[config.mk]
export PLATFORM = sky130hd
export DESIGN_NAME = csfu_ctrl
export DESIGN_NICKNAME = d
export VERILOG_FILES = /design/src/rtl/csfu_pkg.sv /design/src/rtl/csfu_ctrl.sv
export VERILOG_INCLUDE_DIRS = /design/src /design/src/rtl
export SDC_FILE = /design/constraint.sdc
export NUM_CORES = 1
export LEC_CHECK = 0
export BUFFER_PORTS_ARGS = -buffer_cell sky130_fd_sc_hd__buf_2
export CAP_MARGIN = 10
export CORE_AREA = 2 2 39 41
export DETAILED_ROUTE_END_ITERATION = 16
export DIE_AREA = 0 0 41 43
export PLACE_DENSITY = 0.43
export RECOVER_POWER = 25
export SLEW_MARGIN = 15
export SYNTH_ARGS = -nofsm -noshare
export SYNTH_HDL_FRONTEND = slang
export SYNTH_SLANG_ARGS = --single-unit
[constraint.sdc]
create_clock -name clk -period 1.2 [get_ports clk]
set_clock_uncertainty 0.2 [all_clocks]
set_input_delay 0.06 -clock clk [delete_from_list [all_inputs] [get_ports clk]]
set_output_delay 0.06 -clock clk [all_outputs]
set_load 0.005 [all_outputs]
[src/rtl/call_stack_frame_unit_core_assert.svh]
// Assertion macros shared by the call stack frame unit RTL.
// Depends on nothing; included by the controller and the datapath.
`ifndef CALL_STACK_FRAME_UNIT_CORE_ASSERT_SVH
`define CALL_STACK_FRAME_UNIT_CORE_ASSERT_SVH

// Same-cycle implication, disabled during reset.
`define CSFU_ASSERT_IMPLY(lbl, clk_s, rst_s, ante, cons, msg) \
  lbl: assert property (@(posedge clk_s) disable iff (rst_s) (ante) |-> (cons)) \
    else $error(msg);

// Next-cycle implication, disabled during reset.
`define CSFU_ASSERT_NEXT(lbl, clk_s, rst_s, ante, cons, msg) \
  lbl: assert property (@(posedge clk_s) disable iff (rst_s) (ante) |=> (cons)) \
    else $error(msg);

`endif

[src/rtl/csfu_pkg.sv]
// Shared types and constants of the call stack frame unit.
// No dependencies; imported by every module of the block.
`default_nettype none

package csfu_pkg;

  localparam int PTR_W           = 13;
  localparam int WORD_W          = 32;
  localparam int REQ_W           = 3;
  localparam int CNT_W           = 12;
  localparam int STATUS_W        = 3;
  localparam int DEF_STACK_DEPTH = 4096;
  localparam logic [PTR_W-1:0] LIMIT_RESET = 13'd4096;

  typedef enum logic [REQ_W-1:0] {
    REQ_PUSH_REF   = 3'd0,
    REQ_PUSH_NUM   = 3'd1,
    REQ_POP        = 3'd2,
    REQ_ADD_FRAME  = 3'd3,
    REQ_REL_FRAME  = 3'd4,
    REQ_PUSH_LOCAL = 3'd5,
    REQ_POP_LOCAL  = 3'd6
  } req_e;

  typedef enum logic [STATUS_W-1:0] {
    ST_OK     = 3'd0,
    ST_FULL   = 3'd1,
    ST_EMPTY  = 3'd2,
    ST_TAG    = 3'd3,
    ST_BOUNDS = 3'd4
  } status_e;

  typedef enum logic [1:0] {
    S_IDLE  = 2'd0,
    S_ISSUE = 2'd1,
    S_READ  = 2'd2,
    S_CLEAR = 2'd3
  } state_e;

  typedef struct packed {
    logic [REQ_W-1:0]  req_type;
    logic [WORD_W-1:0] value;
    logic [CNT_W-1:0]  local_count;
    logic [CNT_W-1:0]  local_index;
  } csfu_in_t;

  typedef struct packed {
    logic [STATUS_W-1:0] status;
    logic [WORD_W-1:0]   read_word;
    logic                read_is_ref;
    logic [PTR_W-1:0]    stack_top;
    logic [PTR_W-1:0]    frame_base;
  } csfu_out_t;

  // Controller to datapath
  typedef struct packed {
    logic capture;
    logic ph_issue;
    logic ph_read;
    logic ph_clear;
    logic fire;
    logic publish;
  } cmd_t;

  // Datapath to controller
  typedef struct packed {
    logic go_read;
    logic go_clear;
    logic clear_last;
  } sts_t;

endpackage

`default_nettype wire

[src/rtl/csfu_ctrl.sv]
// Controller state machine: request handshake, phase sequencing, result valid.
// Depends on csfu_pkg and call_stack_frame_unit_core_assert.svh.
`default_nettype none
`include "call_stack_frame_unit_core_assert.svh"

module csfu_ctrl (
  input  logic             clk,
  input  logic             rst,
  input  logic             req_valid,
  output logic             req_ready,
  output logic             rsp_valid,
  input  logic             rsp_ready,
  input  csfu_pkg::sts_t   sts,
  output csfu_pkg::cmd_t   cmd
);
  import csfu_pkg::*;

  state_e state, state_next;
  logic   out_valid;
  logic   out_free;

  assign out_free  = !out_valid || rsp_ready;
  assign rsp_valid = out_valid;

  always_comb begin
    state_next = state;
    case (state)
      S_IDLE: begin
        if (req_valid) state_next = S_ISSUE;
      end
      S_ISSUE: begin
        if (out_free) begin
          if (sts.go_read)       state_next = S_READ;
          else if (sts.go_clear) state_next = S_CLEAR;
          else                   state_next = S_IDLE;
        end
      end
      S_READ: begin
        if (out_free) state_next = S_IDLE;
      end
      S_CLEAR: begin
        if (sts.clear_last && out_free) state_next = S_IDLE;
      end
      default: begin
        state_next = S_IDLE;
      end
    endcase
  end

  always_comb begin
    cmd       = '0;
    req_ready = 1'b0;
    case (state)
      S_IDLE: begin
        req_ready   = 1'b1;
        cmd.capture = req_valid;
      end
      S_ISSUE: begin
        cmd.ph_issue = 1'b1;
        cmd.fire     = out_free;
        cmd.publish  = out_free && !sts.go_read && !sts.go_clear;
      end
      S_READ: begin
        cmd.ph_read = 1'b1;
        cmd.fire    = out_free;
        cmd.publish = out_free;
      end
      S_CLEAR: begin
        cmd.ph_clear = 1'b1;
        cmd.fire     = !sts.clear_last || out_free;
        cmd.publish  = sts.clear_last && out_free;
      end
      default: begin
        cmd = '0;
      end
    endcase
  end

  always_ff @(posedge clk) begin
    if (rst) begin
      state     <= S_IDLE;
      out_valid <= 1'b0;
    end else begin
      state <= state_next;
      if (cmd.publish)    out_valid <= 1'b1;
      else if (rsp_ready) out_valid <= 1'b0;
    end
  end

  `CSFU_ASSERT_IMPLY(a_no_overwrite, clk, rst, cmd.publish, !out_valid || rsp_ready, "result overwritten before taken")
  `CSFU_ASSERT_NEXT(a_accept_issue, clk, rst, req_valid && req_ready, state == S_ISSUE, "accepted item not issued")
  `CSFU_ASSERT_NEXT(a_clear_stays, clk, rst, state == S_CLEAR && !sts.clear_last, state == S_CLEAR, "local clear ended early")

endmodule

`default_nettype wire

[Word level (Yosys, flattened, before mapping)]
Cells that the tools add are included.
Word-level totals
  register bits after elaboration: 3
  input bits: 7
  output and inout port bits: 8
  word-level logic and storage cells: 36
Operators by class
  equal/unequal tests: 7
  mux-type cells: 15
  reduce and logical (&&, ||, !) cells: 12
Operators with widths (count)
  $mux W2: 6
  $ne A2 B2 Y1 const B: 4
  $pmux W2 S4: 1
  $mux W1: 7
  $pmux W2 S3: 1
  $eq A2 B2 Y1 const B: 2
  $logic_not A1 Y1: 4
  $reduce_and A4 Y1: 1
  $logic_and A1 B1 Y1: 3
  $eq A2 B1 Y1 const B: 1
  $logic_not A2 Y1: 1
  $logic_or A1 B1 Y1: 2
  $reduce_bool A2 Y1: 1

[Logic depth before layout (Yosys ltp)]
  word-level depth: 6
  mapped depth: 4
  mapped depth without buffers: 3

[Least setup slack after synthesis]
OpenSTA, ideal clock, no wires.
  path kind: register to register
  start: register state[1]
  end: register state[0]
  library setup time: 0.091 ns
  arrival time: 0.880 ns
  path slack: 0.029 ns
  cell stages (with the launch flop): 4
  buffers on the path: 1
  cell sequence: dfxtp_1 > buf_6 > o31a_1 > a311oi_1
Between the ends
  longest elaborated chain between the ends: 3
  elaborated cells on any way between the ends: 10
  those cells by class: 7 x eq/ne; 1 x mux; 2 x reduce/logical
RTL lines
  start: declaration: line csfu_ctrl.sv:18  | state_e state, state_next;
  start signal: assignment: line csfu_ctrl.sv:84  | state <= state_next;
  $eq A2 B2 Y1, or another cell as far along: line csfu_ctrl.sv:27  | case (state)
  $ne A2 B2 Y1 (no line)
  $reduce_and A4 Y1 (no line)
Several ways; a longest one is shown, not always the timed one.
A chain may end at the register's enable or synchronous reset.

==> results.sh <==
export IMPL_yosys_top_cells_area="dfxtp_1, nor2b_1, a311oi_1"
export IMPL_vias_per_cell=4.329
export IMPL_overflow=0
export IMPL_gp_congestion=0.6360
export IMPL_coreArea_um2=1384
export IMPL_fin_hold_ws_ns=-0.02512
export IMPL_violations="hold timing, setup timing"
export IMPL_synth_edf_count=0
export IMPL_fp_row_count=14
export IMPL_syn_num_nets=39
export IMPL_p_leak_uw=0.0002550
export IMPL_crit_arrival_ns=1.13
export IMPL_antenna_found_initial=0
export IMPL_setup_ws_ns=-0.1857
export IMPL_vias=329
export IMPL_ir_worst_vdd_v=0.0004533
export IMPL_antenna_cells=0
export IMPL_die_h_um=43
export IMPL_ys_flop_type="dfxtp_1"
export IMPL_hold_viol_final=1
export IMPL_drive_gt1_share_pct=66.67
export IMPL_crit_reg2reg_launch="state[0]"
export IMPL_cts_tree="done"
export IMPL_htreeDepth=1
export IMPL_period_share_pct=115.5
export IMPL_cap_violations=0
export IMPL_ioPinCount=15
export IMPL_status="finished, violations left"
export IMPL_start_util_pct=18.08
export IMPL_netlist_top_cells_count="dfxtp_1, nor2b_1, o21ai_0"
export IMPL_synth_area_per_cell_um2=7.820
export IMPL_track_usage_pct=9.910
export IMPL_finalCriticalPeriod_ns=1.386
export IMPL_die_w_um=41
export IMPL_endpoint_kind="output port"
export IMPL_async_flop_share_pct=0
export IMPL_setup_viol=9
export IMPL_synth_cell_type_count=20
export IMPL_yosys_warnings=0
export IMPL_r2r_end="state[1]"
export IMPL_hold_class="in2reg"
export IMPL_ff2ff_setup_slack_ns=-0.15
export IMPL_worstPathRequired_ns=0.94
export IMPL_grt_max_degree=9
export IMPL_cts_root_buffer="clkbuf_4"
export IMPL_drt_iter0_drc=3
export IMPL_dp_hpwl_um=503.9
export IMPL_postCtsHoldBufs=1
export IMPL_worstHoldStart="rsp_ready"
export IMPL_fmax_mhz=721.7
export IMPL_synth_area_um2=250.2
export IMPL_io_buffer_count=14
export IMPL_finalWirelength_um=835
export IMPL_place_ws_ns=-0.1578
export IMPL_path_clk_slew_ns=0.04
export IMPL_seq_area_frac_synth_pct=24.00
export IMPL_critPathCapture="cmd[0]"
export IMPL_clock_sinks=3
export IMPL_clk_latency_ns=0.23
export IMPL_area_delta_synth_final_pct=121.5
export IMPL_netlist_instances=32
export IMPL_worst_path_max_fanout=4
export IMPL_yosys_area_top_type="dfxtp_1"
export IMPL_drc=0
export IMPL_die_area_um2=1763
export IMPL_start_kind="register"
export IMPL_slew_viol_final=0
export IMPL_num_fill_cells=146
export IMPL_worstMarginPinSlew_ns=0.3927
export IMPL_timing_slew_headroom_pct=73.55
export IMPL_grt_pass1_vias=313
export IMPL_worstSetupStartpoint="state[1]"
export IMPL_rsz0062_at_grt="true"
export IMPL_fin_nets=68
export IMPL_p_per_area_nw_per_um2=1223
export IMPL_grt_pass1_wl_mm=1.131
export IMPL_synth_seq_cells=3
export IMPL_path_class="reg2out"
export IMPL_worst_r2r_cell_count=3
export IMPL_clk_path_buf_depth=2
export IMPL_cts_made_buffers=3
export IMPL_wl_per_cell_um=10.99
export IMPL_dr_pass1_iters=4
export IMPL_detail_route_antenna_nets=0
export IMPL_synth_top_area_share_pct=24.00
==> logic make-up (layout without fill, tap and decap cells) <==
group                  after synthesis  count (layout)  synth area share (%)
AO/OA/AOI/OAI                       11              11                 30.00
buffers and inverters                2              30                 7.501
flip-flops                           3               3                 24.00
AND/OR/NAND/NOR                     16              16                 38.51
==> state kept, by name (all words and copies together) (netlist names) <==
name       flops
state          2
rsp_valid      1
==> critical path: stages, from the launching register on <==
cell and delay [ns]:
dfxtp_2 0.35, nor2b_4 0.16, buf_6 0.11, o2bb2ai_4 0.11
nor2_1 0.05, buf_2 0.12
==> how the worst min path moves through the flow <==
stage	end	slack, ns	cells past startpoint
after floorplan	rsp_valid	-0.07	1
after global placement	state[1]	0.08	2
after detailed placement	state[0]	0.06	2
after CTS	rsp_valid	-0.03	3
after global routing	rsp_valid	-0.02	3
final	rsp_valid	-0.03	3
==> power by group <==
| group | switching, µW | total [µW] | internal (µW) | leakage, µW |
|---|---|---|---|---|
| clock | 50.7 | 175 | 125 | 0.0000150 |
| combinational | 142 | 364 | 222 | 0.000214 |
| sequential | 19.1 | 139 | 120 | 0.0000257 |
| total | 212 | 678 | 466 | 0.000255 |
==> timing repair <==
item | 4_1_cts | 5_1_grt
resized for setup | 16 | 8
buffers inserted | 2 | 1
endpoints found under the setup margin | 10 | 9
endpoints found under the hold margin | 3 | 1
pin swaps | 5 | 1
==> cell type report <==
class                      count  area, µm²  share of cell area [%]
timing repair buffer          26      196.4                   35.44
multi-input combinational     27      246.5                   44.47
clock buffer                   4      26.28                   4.740
sequential                     3      65.06                   11.74
tap                           16      20.02                   3.612
==> layout by cell type, fill, tap and decap left out <==
cell,instances
nor2_4,1
clkbuf_4,3
nor2b_4,2
nor2_1,1
o31a_1,1
nand2b_4,1
and2_4,2
or2_0,1
nand2b_1,1
o2bb2ai_4,1
clkbuf_1,1
dlygate4sd3_1,1
a311oi_2,2
nor2b_1,2
nand3b_1,1
a211oi_1,1
a21o_1,1
a21oi_1,2
and2b_1,1
o21ai_0,2
buf_4,7
nor3b_4,1
buf_2,11
dfxtp_2,1
buf_6,7
dfxtp_1,1
nand2_1,2
dfxtp_4,1
o21ai_1,1
==> per-layer routing <==
layer / vias to the layer above / global-route usage, % / part of all wire (%)
li1: 171 / - / -
met5: - / 0 / 0
met3: 0 / 1.571 / 5.5
met1: 146 / 11.15 / 38
met4: 0 / 10.00 / 0
met2: 12 / 14.37 / 56
==> stage by stage <==
stage          cell area (µm²)  utilization, %  std cells  setup TNS [ns]  power (µW)
6_report                 554.3           40.05         76          -1.010       678.1
2_1_floorplan            250.2               -         32               0       254.2
5_1_grt                  554.3           40.05         76          -1.407       727.6
3_5_place_dp             381.6           27.58         68         -0.4477       362.3
4_1_cts                  505.5           36.53         75         -0.9690       635.5
3_3_place_gp             381.6           27.58         68         -0.4112       367.2
No activity file was read; power rests on OpenSTA's default activity.
